### src/hdl/sbcd_pkg.sv
// ---------------------------------------------------------------------------
// sbcd_pkg - shared types and constants for the seconds-to-BCD display core
// Holds the pipeline payload struct, the place codes and the weight table
// used by each digit stage.
// ---------------------------------------------------------------------------
`default_nettype none

package sbcd_pkg;

    localparam int unsigned DIGIT_W    = 4;
    localparam int unsigned NUM_PLACES = 5;
    localparam int unsigned REM_W      = 19;     // holds any count below 360000
    localparam int unsigned IN_W       = 32;
    localparam int unsigned LOW_W      = 16;
    localparam int unsigned HIGH_W     = 12;
    localparam int unsigned OUT_DATA_W = 56;     // 52 payload bits padded to bytes

    localparam int unsigned SAT_LIMIT  = 360000;

    localparam logic [DIGIT_W-1:0] BLANK_DIGIT = 4'd15;
    localparam logic [DIGIT_W-1:0] SAT_DIGIT   = 4'd9;
    localparam logic [LOW_W-1:0]   BLANK_LOW   = 16'hffff;
    localparam logic [HIGH_W-1:0]  BLANK_HIGH  = 12'h fff;

    // Place codes: position of a digit in the digit vector
    localparam logic [2:0] PLACE_HOURS_TENS   = 3'd0;
    localparam logic [2:0] PLACE_HOURS_ONES   = 3'd1;
    localparam logic [2:0] PLACE_MINUTES_TENS = 3'd2;
    localparam logic [2:0] PLACE_MINUTES_ONES = 3'd3;
    localparam logic [2:0] PLACE_SECS_TENS    = 3'd4;

    typedef struct packed {
        logic                                  blank;
        logic                                  sat;
        logic [REM_W-1:0]                      rem;
        logic [NUM_PLACES-1:0][DIGIT_W-1:0]    digits;
    } stage_t;

    // k times the weight of a place; weights are 36000, 3600, 600, 60, 10
    function automatic logic [REM_W-1:0] place_multiple(input logic [2:0] place,
                                                        input logic [DIGIT_W-1:0] k);
        logic [REM_W-1:0] w;
        logic [REM_W+DIGIT_W-1:0] prod;
        unique case (place)
            PLACE_HOURS_TENS:   w = REM_W'(36000);
            PLACE_HOURS_ONES:   w = REM_W'(3600);
            PLACE_MINUTES_TENS: w = REM_W'(600);
            PLACE_MINUTES_ONES: w = REM_W'(60);
            PLACE_SECS_TENS:    w = REM_W'(10);
            default:            w = '0;
        endcase
        prod = {{DIGIT_W{1'b0}}, w} * {{REM_W{1'b0}}, k};
        return prod[REM_W-1:0];
    endfunction

endpackage

`default_nettype wire

### src/hdl/sbcd_digit.sv
// ---------------------------------------------------------------------------
// sbcd_digit - one pipeline stage that extracts a single BCD digit
// Compares the remainder against all nine multiples of the place weight in
// parallel, registers the digit and the reduced remainder.
// ---------------------------------------------------------------------------
`default_nettype none

module sbcd_digit (
    input  wire logic                clk,
    input  wire logic                rst_n,
    input  wire logic [2:0]          place,
    input  wire logic                in_valid,
    output logic                     in_ready,
    input  wire sbcd_pkg::stage_t    in_data,
    output logic                     out_valid,
    input  wire logic                out_ready,
    output sbcd_pkg::stage_t         out_data
);

    logic                              valid_reg;
    sbcd_pkg::stage_t                  data_reg;
    sbcd_pkg::stage_t                  data_next;
    logic [sbcd_pkg::DIGIT_W-1:0]      digit;

    assign in_ready  = !valid_reg || out_ready;
    assign out_valid = valid_reg;
    assign out_data  = data_reg;

    // Remainder is always below ten times the weight, so the digit is the
    // largest multiple that fits; the compares are monotonic in k.
    always_comb
    begin
        digit = '0;
        for (int k = 1; k <= 9; k++)
        begin
            if (in_data.rem >= sbcd_pkg::place_multiple(place, sbcd_pkg::DIGIT_W'(k)))
            begin
                digit = sbcd_pkg::DIGIT_W'(k);
            end
        end
        data_next               = in_data;
        data_next.digits[place] = digit;
        data_next.rem           = in_data.rem - sbcd_pkg::place_multiple(place, digit);
    end

    always_ff @(posedge clk or negedge rst_n)
    begin
        if (!rst_n)
        begin
            valid_reg <= 1'b0;
        end
        else if (in_ready)
        begin
            valid_reg <= in_valid;
        end
    end

    always_ff @(posedge clk)
    begin
        if (in_ready && in_valid)
        begin
            data_reg <= data_next;
        end
    end

endmodule

`default_nettype wire

### src/hdl/seconds_to_bcd_clock_display_core.sv
// ---------------------------------------------------------------------------
// seconds_to_bcd_clock_display_core - signed seconds to HH:MM:SS BCD digits
// Seven-stage pipeline: classify, five digit stages, output pack register.
// ---------------------------------------------------------------------------
// Takes one signed count of seconds per transaction and returns six BCD
// digits plus two packed display words. A count of zero or less blanks the
// display (all digits 15, words 0xffff / 0x0fff, tuser high); a count of
// 360000 or more shows 99:99:99. The pipeline accepts one transaction per
// cycle while it is not stalled; each result passes through the classify
// register, the five digit stages and the output register in turn. The
// depth is set by the seven registers in the path: classify, one per digit
// stage and the output register. Each stage has its own valid bit and
// ready, so bubbles collapse and a stalled output only holds the input
// once every stage is full.
`default_nettype none

module seconds_to_bcd_clock_display_core (
    input  wire logic                            clk,
    input  wire logic                            rst_n,
    input  wire logic                            s_axis_tvalid,
    output logic                                 s_axis_tready,
    input  wire logic [sbcd_pkg::IN_W-1:0]       s_axis_tdata,  // [31:0] elapsed_seconds
    output logic                                 m_axis_tvalid,
    input  wire logic                            m_axis_tready,
    output logic [sbcd_pkg::OUT_DATA_W-1:0]      m_axis_tdata,  // [3:0] hours_tens_digit,
                                                                // [7:4] hours_ones_digit,
                                                                // [11:8] minutes_tens_digit,
                                                                // [15:12] minutes_ones_digit,
                                                                // [19:16] secs_tens_digit,
                                                                // [23:20] secs_ones_digit,
                                                                // [39:24] low_port_word,
                                                                // [51:40] high_port_word,
                                                                // [55:52] zero
    output logic                                 m_axis_tuser   // [0] blanked
);

    localparam int unsigned NP = sbcd_pkg::NUM_PLACES;

    // Classify stage
    logic                  cls_valid_reg;
    sbcd_pkg::stage_t      cls_data_reg;
    sbcd_pkg::stage_t      cls_data_next;
    logic                  cls_ready;
    logic                  in_blank;
    logic                  in_sat;

    // Digit stage links: index 0 is the classify stage output
    logic [NP:0]           link_valid;
    logic [NP:0]           link_ready;
    sbcd_pkg::stage_t      link_data [NP+1];

    // Output stage
    logic                                out_valid_reg;
    logic [sbcd_pkg::OUT_DATA_W-1:0]     out_data_reg;
    logic [sbcd_pkg::OUT_DATA_W-1:0]     out_data_next;
    logic                                out_blank_reg;
    logic                                out_ready;

    logic [sbcd_pkg::DIGIT_W-1:0] d_ht, d_ho, d_mt, d_mo, d_st, d_so;
    logic [sbcd_pkg::LOW_W-1:0]   low_word;
    logic [sbcd_pkg::HIGH_W-1:0]  high_word;
    sbcd_pkg::stage_t             last;

    // ---------------- classify ----------------
    assign cls_ready     = !cls_valid_reg || link_ready[0];
    assign s_axis_tready = cls_ready;

    always_comb
    begin
        in_blank = (s_axis_tdata == 32'd0) || s_axis_tdata[31];
        in_sat   = !in_blank && (s_axis_tdata[30:0] >= 31'(sbcd_pkg::SAT_LIMIT));
        cls_data_next        = '0;
        cls_data_next.blank  = in_blank;
        cls_data_next.sat    = in_sat;
        cls_data_next.rem    = (in_blank || in_sat) ? '0
                                                    : s_axis_tdata[sbcd_pkg::REM_W-1:0];
    end

    always_ff @(posedge clk or negedge rst_n)
    begin
        if (!rst_n)
        begin
            cls_valid_reg <= 1'b0;
        end
        else if (cls_ready)
        begin
            cls_valid_reg <= s_axis_tvalid;
        end
    end

    always_ff @(posedge clk)
    begin
        if (cls_ready && s_axis_tvalid)
        begin
            cls_data_reg <= cls_data_next;
        end
    end

    assign link_valid[0] = cls_valid_reg;
    assign link_data[0]  = cls_data_reg;

    // ---------------- digit stages ----------------
    for (genvar g = 0; g < NP; g++)
    begin : g_digit
        sbcd_digit u_digit (
            .clk       (clk),
            .rst_n     (rst_n),
            .place     (3'(g)),
            .in_valid  (link_valid[g]),
            .in_ready  (link_ready[g]),
            .in_data   (link_data[g]),
            .out_valid (link_valid[g+1]),
            .out_ready (link_ready[g+1]),
            .out_data  (link_data[g+1])
        );
    end

    // ---------------- output pack ----------------
    assign out_ready      = !out_valid_reg || m_axis_tready;
    assign link_ready[NP] = out_ready;
    assign last           = link_data[NP];

    always_comb
    begin
        if (last.blank)
        begin
            d_ht = sbcd_pkg::BLANK_DIGIT;
            d_ho = sbcd_pkg::BLANK_DIGIT;
            d_mt = sbcd_pkg::BLANK_DIGIT;
            d_mo = sbcd_pkg::BLANK_DIGIT;
            d_st = sbcd_pkg::BLANK_DIGIT;
            d_so = sbcd_pkg::BLANK_DIGIT;
        end
        else if (last.sat)
        begin
            d_ht = sbcd_pkg::SAT_DIGIT;
            d_ho = sbcd_pkg::SAT_DIGIT;
            d_mt = sbcd_pkg::SAT_DIGIT;
            d_mo = sbcd_pkg::SAT_DIGIT;
            d_st = sbcd_pkg::SAT_DIGIT;
            d_so = sbcd_pkg::SAT_DIGIT;
        end
        else
        begin
            d_ht = last.digits[sbcd_pkg::PLACE_HOURS_TENS];
            d_ho = last.digits[sbcd_pkg::PLACE_HOURS_ONES];
            d_mt = last.digits[sbcd_pkg::PLACE_MINUTES_TENS];
            d_mo = last.digits[sbcd_pkg::PLACE_MINUTES_ONES];
            d_st = last.digits[sbcd_pkg::PLACE_SECS_TENS];
            d_so = last.rem[sbcd_pkg::DIGIT_W-1:0];
        end

        if (last.blank)
        begin
            low_word  = sbcd_pkg::BLANK_LOW;
            high_word = sbcd_pkg::BLANK_HIGH;
        end
        else
        begin
            low_word  = {d_mo, d_st, d_so, 4'd0};
            high_word = {d_ht, d_ho, d_mt};
        end

        out_data_next = {4'd0, high_word, low_word, d_so, d_st, d_mo, d_mt, d_ho, d_ht};
    end

    always_ff @(posedge clk or negedge rst_n)
    begin
        if (!rst_n)
        begin
            out_valid_reg <= 1'b0;
        end
        else if (out_ready)
        begin
            out_valid_reg <= link_valid[NP];
        end
    end

    always_ff @(posedge clk)
    begin
        if (out_ready && link_valid[NP])
        begin
            out_data_reg  <= out_data_next;
            out_blank_reg <= last.blank;
        end
    end

    assign m_axis_tvalid = out_valid_reg;
    assign m_axis_tdata  = out_data_reg;
    assign m_axis_tuser  = out_blank_reg;

    // ---------------- assertions ----------------
    a_blank_digits: assert property (@(posedge clk) disable iff (!rst_n)
        m_axis_tvalid && m_axis_tuser |-> m_axis_tdata[23:0] == 24'hffffff)
        else $error("blanked result with non-blank digits");

    a_digit_range: assert property (@(posedge clk) disable iff (!rst_n)
        m_axis_tvalid && !m_axis_tuser |->
            m_axis_tdata[3:0] <= 4'd9 && m_axis_tdata[7:4] <= 4'd9 &&
            m_axis_tdata[11:8] <= 4'd9 && m_axis_tdata[15:12] <= 4'd9 &&
            m_axis_tdata[19:16] <= 4'd9 && m_axis_tdata[23:20] <= 4'd9)
        else $error("digit out of BCD range");

    a_low_word: assert property (@(posedge clk) disable iff (!rst_n)
        m_axis_tvalid && !m_axis_tuser |->
            m_axis_tdata[39:24] == {m_axis_tdata[15:12], m_axis_tdata[19:16],
                                    m_axis_tdata[23:20], 4'd0})
        else $error("low port word does not match digits");

    a_stall_only_when_full: assert property (@(posedge clk) disable iff (!rst_n)
        !s_axis_tready |-> m_axis_tvalid && !m_axis_tready)
        else $error("input stalled while output is free");

    a_pad_zero: assert property (@(posedge clk) disable iff (!rst_n)
        m_axis_tvalid |-> m_axis_tdata[55:52] == 4'd0)
        else $error("padding bits not zero");

endmodule

`default_nettype wire
### config.mk
export PLATFORM = sky130hd
export DESIGN_NAME = seconds_to_bcd_clock_display_core
export DESIGN_NICKNAME = d
export VERILOG_FILES = /design/src/hdl/sbcd_pkg.sv /design/src/hdl/sbcd_digit.sv /design/src/hdl/seconds_to_bcd_clock_display_core.sv
export SDC_FILE = /design/constraint.sdc
export NUM_CORES = 1
export LEC_CHECK = 0
export BUFFER_PORTS_ARGS = -buffer_cell sky130_fd_sc_hd__buf_2
export CELL_PAD_IN_SITES_DETAIL_PLACEMENT = 1
export CELL_PAD_IN_SITES_GLOBAL_PLACEMENT = 2
export CORE_ASPECT_RATIO = 1.25
export CORE_MARGIN = 2
export CORE_UTILIZATION = 41
export DETAILED_ROUTE_END_ITERATION = 10
export PLACE_DENSITY_LB_ADDON = 0.12
export REMOVE_ABC_BUFFERS = 1
export SETUP_SLACK_MARGIN = 0.4
export SLEW_MARGIN = 5
export SYNTH_ARGS = -nofsm -noshare
export SYNTH_HDL_FRONTEND = slang
export SYNTH_SLANG_ARGS = --single-unit
### constraint.sdc
create_clock -name clk -period 5.7 [get_ports clk]
set_input_delay 1.14 -clock clk [delete_from_list [all_inputs] [get_ports clk]]
set_output_delay 1.14 -clock clk [all_outputs]
set_load 0.02 [all_outputs]
==> results of run 1 <==
-- layout by cell type, fill, tap and decap left out, types with 7 or more instances in the layout --
cell	Yosys	layout
and2_1	26	25
inv_1	56	55
nand2_1	57	57
nor4_1	17	15
a211o_1	7	7
ha_1	93	91
buf_2	4	90
dfrtp_1	7	7
nand2b_1	13	13
a21oi_1	54	51
xor2_1	29	29
fa_1	13	11
a21o_1	40	40
nor2_1	74	71
o211ai_1	8	8
nor3_1	29	29
clkbuf_16	0	25
xnor2_1	26	26
a31oi_1	9	7
o21a_1	19	19
edfxtp_1	220	220
a211oi_1	11	10
buf_4	8	57
or3_1	36	35
nand4_1	10	10
nand3_1	26	25
o21ai_0	49	46
nor2b_1	17	15
-- power by group --
part           total (mW)  switching [mW]  internal (mW)
Combinational        2.28            1.31          0.966
Sequential           2.81           0.381           2.43
Clock                1.50           0.636          0.865
Total                6.59            2.33           4.26
-- layer usage --
metal	global-route usage	part of all wire	wire length, um
met2	0.3216	0.52	14520
met5	0	0	0
met4	0.06195	0.032	905
met1	0.1992	0.42	11700
met3	0.02000	0.029	810
-- through the flow --
stage | hold WS [ns] | area, sq um | instances
after floorplan | 0.4003 | 12580 | 1056
after global placement | 0.4010 | 13710 | 1574
after detailed placement | 0.4061 | 13710 | 1574
after CTS | 0.4134 | 14520 | 1620
after global routing | 0.4272 | 14890 | 1654
final | 0.4187 | 14890 | 1654
-- logic make-up after synthesis --
logic type,Yosys count
AND/OR/NAND/NOR,340
buffers and inverters,100
XOR/XNOR,55
adder cells (fa/ha/maj),107
multiplexers,6
flip-flops,227
other,1
AO/OA/AOI/OAI,260
-- final timing paths --
kind                                                           start  slack (ns)                                        end
min in group asynchronous                                      rst_n        0.43                  cls_valid_reg$_DFFE_PN0N_
max in group asynchronous                                      rst_n        5.10   g_digit[4].u_digit.out_valid$_DFFE_PN0P_
min                         g_digit[2].u_digit.out_data[4]$_DFFE_PP_        0.42   g_digit[3].u_digit.out_data[4]$_DFFE_PP_
max reg2reg                g_digit[2].u_digit.out_data[34]$_DFFE_PP_        0.50  g_digit[3].u_digit.out_data[36]$_DFFE_PP_
min reg2reg                 g_digit[2].u_digit.out_data[4]$_DFFE_PP_        0.42   g_digit[3].u_digit.out_data[4]$_DFFE_PP_
max                        g_digit[2].u_digit.out_data[34]$_DFFE_PP_        0.50  g_digit[3].u_digit.out_data[36]$_DFFE_PP_
-- critical path: stages, from the launching register on --
cell      delay (ns)
edfxtp_1        0.47
nor4_4          0.35
and4_4          0.30
a21boi_4        0.21
nor2b_4         0.26
buf_4           0.14
nor2_1          0.04
fa_1            0.46
ha_1            0.34
ha_1            0.37
a221o_1         0.37
a21oi_2         0.17
xor2_1          0.11
ha_2            0.20
or3_4           0.43
o41ai_4         0.46
nand2_1         0.14
xnor2_1         0.14
-- final cells by class --
cell class | instances | area, sq um | area share
Sequential cell | 227 | 6782 | 0.4556
Multi-Input combinational cell | 772 | 5736 | 0.3853
Timing Repair Buffer | 147 | 878.3 | 0.05901
Clock buffer | 29 | 650.6 | 0.04371
Tap cell | 407 | 509.2 | 0.03421
Inverter | 57 | 214.0 | 0.01437
Clock inverter | 15 | 116.4 | 0.007817
-- timing repair --
action | 4_1_cts | 5_1_grt
hold buffers | 0 | 0
endpoints found under the hold margin | 0 | 0
setup endpoints to repair | 4 | 24
setup buffers | 2 | 34
gates resized for setup | 4 | 28
pin swaps | 2 | 12
==> reports/qor.csv, run 1 <==
metric;value;unit
number of CTS-inserted buffers;24;
compound-gate portion of the synthesized area;0.1388;
Overflow after GRT;0;
layout cells sized above 1;0.1860;
n_diodes;0;
status;finished clean;
Final Hold Fails;0;
CTS max path bufs;3;
Critical Path RT;5.97;ns
post-route setup TNS;0;ns
gr usage total;0.1714;
Commonest cells post-synth;220 x edfxtp_1, 93 x ha_1, 74 x nor2_1, 57 x nand2_1, 56 x inv_1;
# H-tree levels;1;
most common cell in the netlist;edfxtp_1;
FMAX;192.3;MHz
synthesized area;12770;sq um
full die area;32580;sq um
synthesized flop and latch total;227;
final net count;1371;
Initial Util;0.4145;
sequential area share after synthesis;0.5310;
WL/cell;16.89;um
DRC;0;
DPL Wire Length;21120;um
WP data arrival;5.47;ns
Rows;72;
via count;8879;
worst-margin pin slew;1.168;ns
Largest register FFs;150;
peak supply drop;0.2295;mV
final core utilization;0.4831;
fillcell total;3323;
Mapped Cells;1096;
drt first pass iters;4;
largest net degree at the start of global routing;50;
final wirelength;27940;um
Pins Over Slew Limit;0;
Total Power;6.589;mW
Clk Latency, worst-skew pair;0.53;ns
I/O pin cnt;95;
crit share post-route;0.9122;
CTS clk-pin slew, worst paths;0.06;ns
Area Growth Syn to Fin;16.56;%
Unique masters post-synth;80;
Final ANT Viol Nets;0;
CTS root buffer;clkbuf_16;
antenna violations before repair;0;
first-pass GRT wire length;45580;um
GP Congestion;0.8235;
Die W;161.9;um
Yosys top cell by area;edfxtp_1;
Pwr Density;442.6;nW/um^2
CP endpoint kind;flop;
area fraction of the dominant cell type after synthesis;0.5173;
number of vias per cell;5.368;
vias in the first global route;9065;
xor/xnor share of the synthesized area;0.03772;
CTS sink cnt;227;
hold depth;0;
core footprint;30810;sq um
Layout Skew;0.009041;ns
mux share of post-synthesis cell area;0.004703;
unrepaired setup endpoints after global routing;false;
number of max-cap violations;0;
Leak Pwr;5.729;nW
Avg Inst Size Synth;11.65;sq um
Max-slew headroom;0.2213;
Critical Path Start Type;flop;
Post-Synth Adder-Cell Area;0.1123;
pre-CTS setup slack;0.2804;ns
number of port buffers;90;
number of synthesized flops with an enable pin;220;
top cells by area, synth;edfxtp_1 52%, ha_1 9.1%, a21o_1 2.4%, nor2_1 2.2%, a21oi_1 2.1%;
Reg2Reg Depth;17;
Die Y;201.3;um
Synth Warn #;0;
Iter 0 DRT Violations;320;
kind of critical path;reg -> reg;
simple-gate area share of the yosys netlist;0.1429;
endpoints failing setup;0;
fin worst setup slack;0.5004;ns
Worst Path Max Fanout;6;
largest family of logic cells by synthesized area;simple AND/OR/NAND/NOR gates;
FFs w/ async S/R, synth;0.03084;
minimum clock period;5.200;ns
top_reg_cell synth;edfxtp_1;
Hold Path Class;reg -> reg;
CTS tree;yes;
(Power assumes the default switching activity.)
==> run 2, diff against run 1 <==
Settings changed: CELL_PAD_IN_SITES_DETAIL_PLACEMENT 1 to unset, CELL_PAD_IN_SITES_GLOBAL_PLACEMENT 2 to unset, CORE_UTILIZATION 41 to 45.
==> run 2 against run 1 <==
  * Total power fell by 0.73%
  * Worst hold slack got worse by 0.0062 ns
  * Combinational power fell by 7%
  * Critical endpoint is now g_digit[3].u_digit.out_data[35]$_DFFE_PP_
  * Clock power rose by 7%
  * Sequential power barely moved
  * Non-clock buffer count fell by 24
  * Largest cell class unchanged
==> reports/qor.csv, run 2 (synthesis gave the netlist of run 1 again) <==
metric;value;unit
WP data arrival;5.33;ns
# H-tree levels;1;
Multi-input gate area;5688;sq um
Area Growth Syn to Fin;14.65;%
core footprint;27740;sq um
Critical Path Start Type;flop;
Rows;68;
most common cell after layout, fill and taps aside;edfxtp_1;
Total Power;6.541;mW
Iter 0 DRT Violations;384;
Initial Util;0.4604;
status;finished clean;
Max-slew headroom;0.2801;
CTS tree;yes;
WL/cell;15.18;um
Leak Pwr;5.639;nW
Die W;154.7;um
final net count;1348;
unrepaired setup endpoints after global routing;true;
GP Congestion;0.8630;
I/O pin cnt;95;
endpoints failing setup;0;
number of max-cap violations;0;
Overflow after GRT;0;
minimum clock period;5.076;ns
first-pass GRT wire length;39800;um
gr usage total;0.1624;
most frequent cells in the layout;220 x edfxtp_1, 93 x ha_1, 90 x buf_2, 73 x nor2_1, 57 x nand2_1;
CTS max path bufs;3;
Pwr Density;446.7;nW/um^2
Register Area;6782;sq um
Die Y;192.4;um
FMAX;197.0;MHz
via count;8581;
CTS clk-pin slew, worst paths;0.06;ns
Largest register FFs;150;
final wirelength;23890;um
number of port buffers;90;
peak supply drop;0.2240;mV
fillcell total;2434;
Final ANT Viol Nets;0;
largest net degree at the start of global routing;50;
CTS sink cnt;227;
full die area;29750;sq um
Hold Path Class;reg -> reg;
Worst Path Max Fanout;7;
vias in the first global route;8255;
Pins Over Slew Limit;0;
Critical Path RT;5.95;ns
n_diodes;0;
Layout Skew;0.02248;ns
kind of critical path;reg -> reg;
CP endpoint kind;flop;
worst-margin pin slew;1.080;ns
DRC;0;
CTS root buffer;clkbuf_16;
crit share post-route;0.8906;
drt first pass iters;5;
antenna violations before repair;0;
number of vias per cell;5.452;
number of CTS-inserted buffers;25;
layout cells sized above 1;0.1577;
Clk Latency, worst-skew pair;0.53;ns
post-route setup TNS;0;ns
Final Hold Fails;0;
DPL Wire Length;17930;um
run 2: path summary, 6_finish.rpt:
check | start | endpoint | slack (ns) | depth (start not counted)
min in group asynchronous | rst_n | g_digit[0].u_digit.out_valid$_DFFE_PN0P_ | 0.45 | 1
max in group asynchronous | rst_n | cls_valid_reg$_DFFE_PN0N_ | 5.10 | 1
worst max-delay path | g_digit[2].u_digit.out_data[32]$_DFFE_PP_ | g_digit[3].u_digit.out_data[35]$_DFFE_PP_ | 0.62 | 18
worst max register to register | g_digit[2].u_digit.out_data[32]$_DFFE_PP_ | g_digit[3].u_digit.out_data[35]$_DFFE_PP_ | 0.62 | 18
worst min register to register | g_digit[2].u_digit.out_data[20]$_DFFE_PP_ | g_digit[3].u_digit.out_data[20]$_DFFE_PP_ | 0.41 | 0
worst min-delay path | g_digit[2].u_digit.out_data[20]$_DFFE_PP_ | g_digit[3].u_digit.out_data[20]$_DFFE_PP_ | 0.41 | 0
run 2: repair_timing:
action,CTS,global route
endpoints found under the setup margin,3,22
gates resized for setup,2,16
endpoints found under the hold margin,0,0
hold buffers,0,0
buffers inserted,0,19
pin swaps,0,6
run 2: report_power, final:
group / total (mW) / switching (mW) / internal (mW)
clock: 1.61 / 0.621 / 0.986
sequential: 2.82 / 0.392 / 2.43
combinational: 2.11 / 1.21 / 0.899
total: 6.54 / 2.23 / 4.31
run 2: critical path: stages, from the launching register on:
cell	delay [ns]
edfxtp_1	0.47
nor4_4	0.37
and4_4	0.30
o21ai_1	0.20
buf_4	0.24
fa_1	0.53
inv_1	0.06
fa_1	0.53
fa_1	0.47
a21oi_1	0.14
o21ai_0	0.12
o31ai_2	0.08
xor2_1	0.22
ha_1	0.31
nor2_1	0.14
nor2_1	0.06
o31a_1	0.17
nor4b_2	0.30
xor2_1	0.10
run 2: cell type report:
| cell class | count | area share |
|---|---|---|
| Sequential cell | 227 | 0.4632 |
| Timing Repair Buffer | 123 | 0.04768 |
| Tap cell | 350 | 0.02991 |
| Inverter | 57 | 0.01461 |
| Clock inverter | 14 | 0.01188 |
| Multi-Input combinational cell | 772 | 0.3885 |
| Clock buffer | 31 | 0.04427 |
run 2: metrics by stage:
| stage | instances | hold WS [ns] | cell area, sq um | utilization | setup WS, ns |
|---|---|---|---|---|---|
| floorplan | 1056 | 0.4003 | 12580 | - | 0.6191 |
| global placement | 1510 | 0.4008 | 13590 | 0.4899 | 0.3581 |
| detailed placement | 1510 | 0.4045 | 13590 | 0.4899 | 0.3154 |
| CTS | 1555 | 0.4117 | 14430 | 0.5201 | 0.4160 |
| global route | 1574 | 0.4206 | 14640 | 0.5279 | 0.3580 |
| finish | 1574 | 0.4126 | 14640 | 0.5279 | 0.6236 |
run 2: layer usage:
metal / wire length, um / global-route usage / up-vias
met1: 10020 / 0.1901 / 4074
met2: 12650 / 0.3130 / 153
met3: 777 / 0.01999 / 34
li1: - / - / 4320
met5: 0 / 0 / -
met4: 447 / 0.04274 / 0
==> run 3, diff against run 2 <==
Settings changed: CORE_MARGIN 2 to 5, REMOVE_ABC_BUFFERS 1 to unset.
==> run 3 against run 2 <==
  * Register-to-register slack gained 0.04 ns
  * Flip-flop and latch count unchanged
  * Non-clock buffer count shrank 4
  * Maximum frequency increased by 0.79%
  * Clock skew down 0.0091 ns
  * Clock-buffer cell count shrank 4
  * Largest power group unchanged
==> reports/qor.csv, run 3 (synthesis gave the netlist of run 1 again) <==
metric;value;unit
status;finished clean;
post-route setup TNS;0;ns
full die area;31870;sq um
most frequent cells in the layout;220 x edfxtp_1, 92 x ha_1, 90 x buf_2, 70 x nor2_1, 57 x nand2_1;
Largest register FFs;150;
most used cell, CP;ha_1;
Iter 0 DRT Violations;350;
minimum clock period;5.037;ns
gr usage total;0.1512;
Critical Path RT;5.96;ns
Hold Slack;0.4157;ns
DPL Wire Length;18850;um
final wirelength;24590;um
Reg2Reg Capture Point;g_digit[0].u_digit.out_data[38]$_DFFE_PP_;
kind of critical path;reg -> reg;
met1 wire length;9968;um
Area Growth Syn to Fin;14.35;%
layout cells sized above 1;0.1657;
DRC;0;
unrepaired setup endpoints after global routing;true;
Leak Pwr;5.583;nW
GP Congestion;0.8877;
n_diodes;0;
uppermost layer routed;met4;
antenna violations before repair;0;
Rows;69;
Hold Path End;g_digit[1].u_digit.out_data[23]$_DFFE_PP_;
final net count;1343;
WL/cell;15.62;um
Final Hold Fails;0;
Pwr Density;441.6;nW/um^2
worst-margin pin slew;1.091;ns
CP endpoint kind;flop;
number of port buffers;90;
Die Y;198.4;um
crit share post-route;0.8836;
Worst Path Max Fanout;9;
largest net degree at the start of global routing;50;
CTS tree;yes;
number of vias per cell;5.458;
CTS root buffer;clkbuf_16;
Die W;160.7;um
Clk Latency, worst-skew pair;0.52;ns
core footprint;28230;sq um
dpl cell area;13630;sq um
Final ANT Viol Nets;0;
DR WL met2;12910;um
Hold Path Class;reg -> reg;
FMAX;198.5;MHz
# H-tree levels;1;
Total Power;6.449;mW
routed wl met3;1027;um
first-pass GRT wire length;40240;um
worst-path cell chain;a41o_1 -> a211o_1 -> a21oi_1 -> o21ai_1 -> o21bai_4 -> inv_1 -> ha_1 -> ha_1 -> ha_1 -> a21o_1 -> a21oi_1 -> nor2b_1 -> o21ai_0 -> o21ai_0 -> xor2_1 -> ha_1 -> or2_2 -> a211o_1 -> nand3_1 -> a211oi_1;
CTS clk-pin slew, worst paths;0.06;ns
CTS sink cnt;227;
worst reg2reg startpoint;cls_data_reg[29]$_SDFFCE_PP0P_;
hold path start;g_digit[0].u_digit.out_data[23]$_DFFE_PP_;
hold_buf cts;0;
peak supply drop;0.2098;mV
Critical Path Start Type;flop;
Initial Util;0.4524;
Reg2Reg Setup Slack;0.66;ns
Layout Skew;0.01341;ns
WP data arrival;5.29;ns
Reg2Reg Depth;20;
Pins Over Slew Limit;0;
most common cell after layout, fill and taps aside;edfxtp_1;
final instance area;14600;sq um
I/O pin cnt;95;
Slowest Stage Delay on Critical Path;0.53;ns
hold depth;0;
number of CTS-inserted buffers;24;
drt first pass iters;5;
CTS max path bufs;3;
vias in the first global route;8284;
via count;8591;
Max-slew headroom;0.2728;
Overflow after GRT;0;
endpoints failing setup;0;
CP max stage cell;edfxtp_1;
number of max-cap violations;0;
## run 3: cell types whose count changed in the layout (fill, tap and decap cells not counted), sizes merged
cell / change
buf: -4
clkbuf: -4
clkinvlp: +4
bufinv: -2
clkinv: +1
## run 3: layout make-up
| cell class | count | area (sq um) |
|---|---|---|
| fill | 2476 | 13630 |
| sequential | 227 | 6782 |
| multi-input combinational | 772 | 5714 |
| timing repair buffer | 119 | 668.1 |
| clock buffer | 27 | 621.8 |
| tap | 355 | 444.2 |
| inverter | 57 | 214.0 |
| clock inverter | 17 | 160.2 |
## run 3: metal layers
metal | vias to the layer above | global-route usage
met5 | - | 0
met4 | 0 | 0.04782
met3 | 39 | 0.02186
met2 | 176 | 0.2877
met1 | 4064 | 0.1747
li1 | 4312 | -
## run 3: worst max-delay path by stage
stage / from / end / slack [ns] / cells after the start
after floorplan: g_digit[2].u_digit.out_data[26]$_DFFE_PP_ / g_digit[3].u_digit.out_data[34]$_DFFE_PP_ / 0.55 / 17
after global placement: g_digit[2].u_digit.out_data[34]$_DFFE_PP_ / g_digit[3].u_digit.out_data[36]$_DFFE_PP_ / 0.39 / 18
after detailed placement: g_digit[2].u_digit.out_data[34]$_DFFE_PP_ / g_digit[3].u_digit.out_data[36]$_DFFE_PP_ / 0.34 / 18
after CTS: g_digit[2].u_digit.out_data[34]$_DFFE_PP_ / g_digit[3].u_digit.out_data[36]$_DFFE_PP_ / 0.39 / 18
after global routing: g_digit[1].u_digit.out_data[38]$_DFFE_PP_ / g_digit[2].u_digit.out_data[36]$_DFFE_PP_ / 0.38 / 19
final: cls_data_reg[29]$_SDFFCE_PP0P_ / g_digit[0].u_digit.out_data[38]$_DFFE_PP_ / 0.66 / 20
## run 3: power by group
part	switching, mW	total, mW	internal [mW]
clock	0.635	1.52	0.882
combinational	1.25	2.13	0.888
sequential	0.369	2.80	2.43
## run 3: what timing repair did
item | in CTS | in global routing
pin swaps | 0 | 7
setup endpoints to repair | 4 | 23
resized for setup | 4 | 23
buffers inserted | 0 | 10
cloned | 0 | 0
## run 3: stage by stage
step / setup slack (ns) / util / instances
CTS: 0.3912 / 0.5114 / 1564
global placement: 0.3934 / 0.4829 / 1520
finish: 0.6633 / 0.5173 / 1574
floorplan: 0.5523 / - / 1099
detailed placement: 0.3369 / 0.4829 / 1520
global route: 0.3845 / 0.5173 / 1574
## run 3: critical path, delay by kind of cell, from the launching register on
kind | cells | cell delay, ns
AO/OA/AOI/OAI | 11 | 2.33
adder cells (fa/ha/maj) | 4 | 1.10
flip-flops | 1 | 0.53
AND/OR/NAND/NOR | 3 | 0.47
XOR/XNOR | 1 | 0.18
buffers and inverters | 1 | 0.17
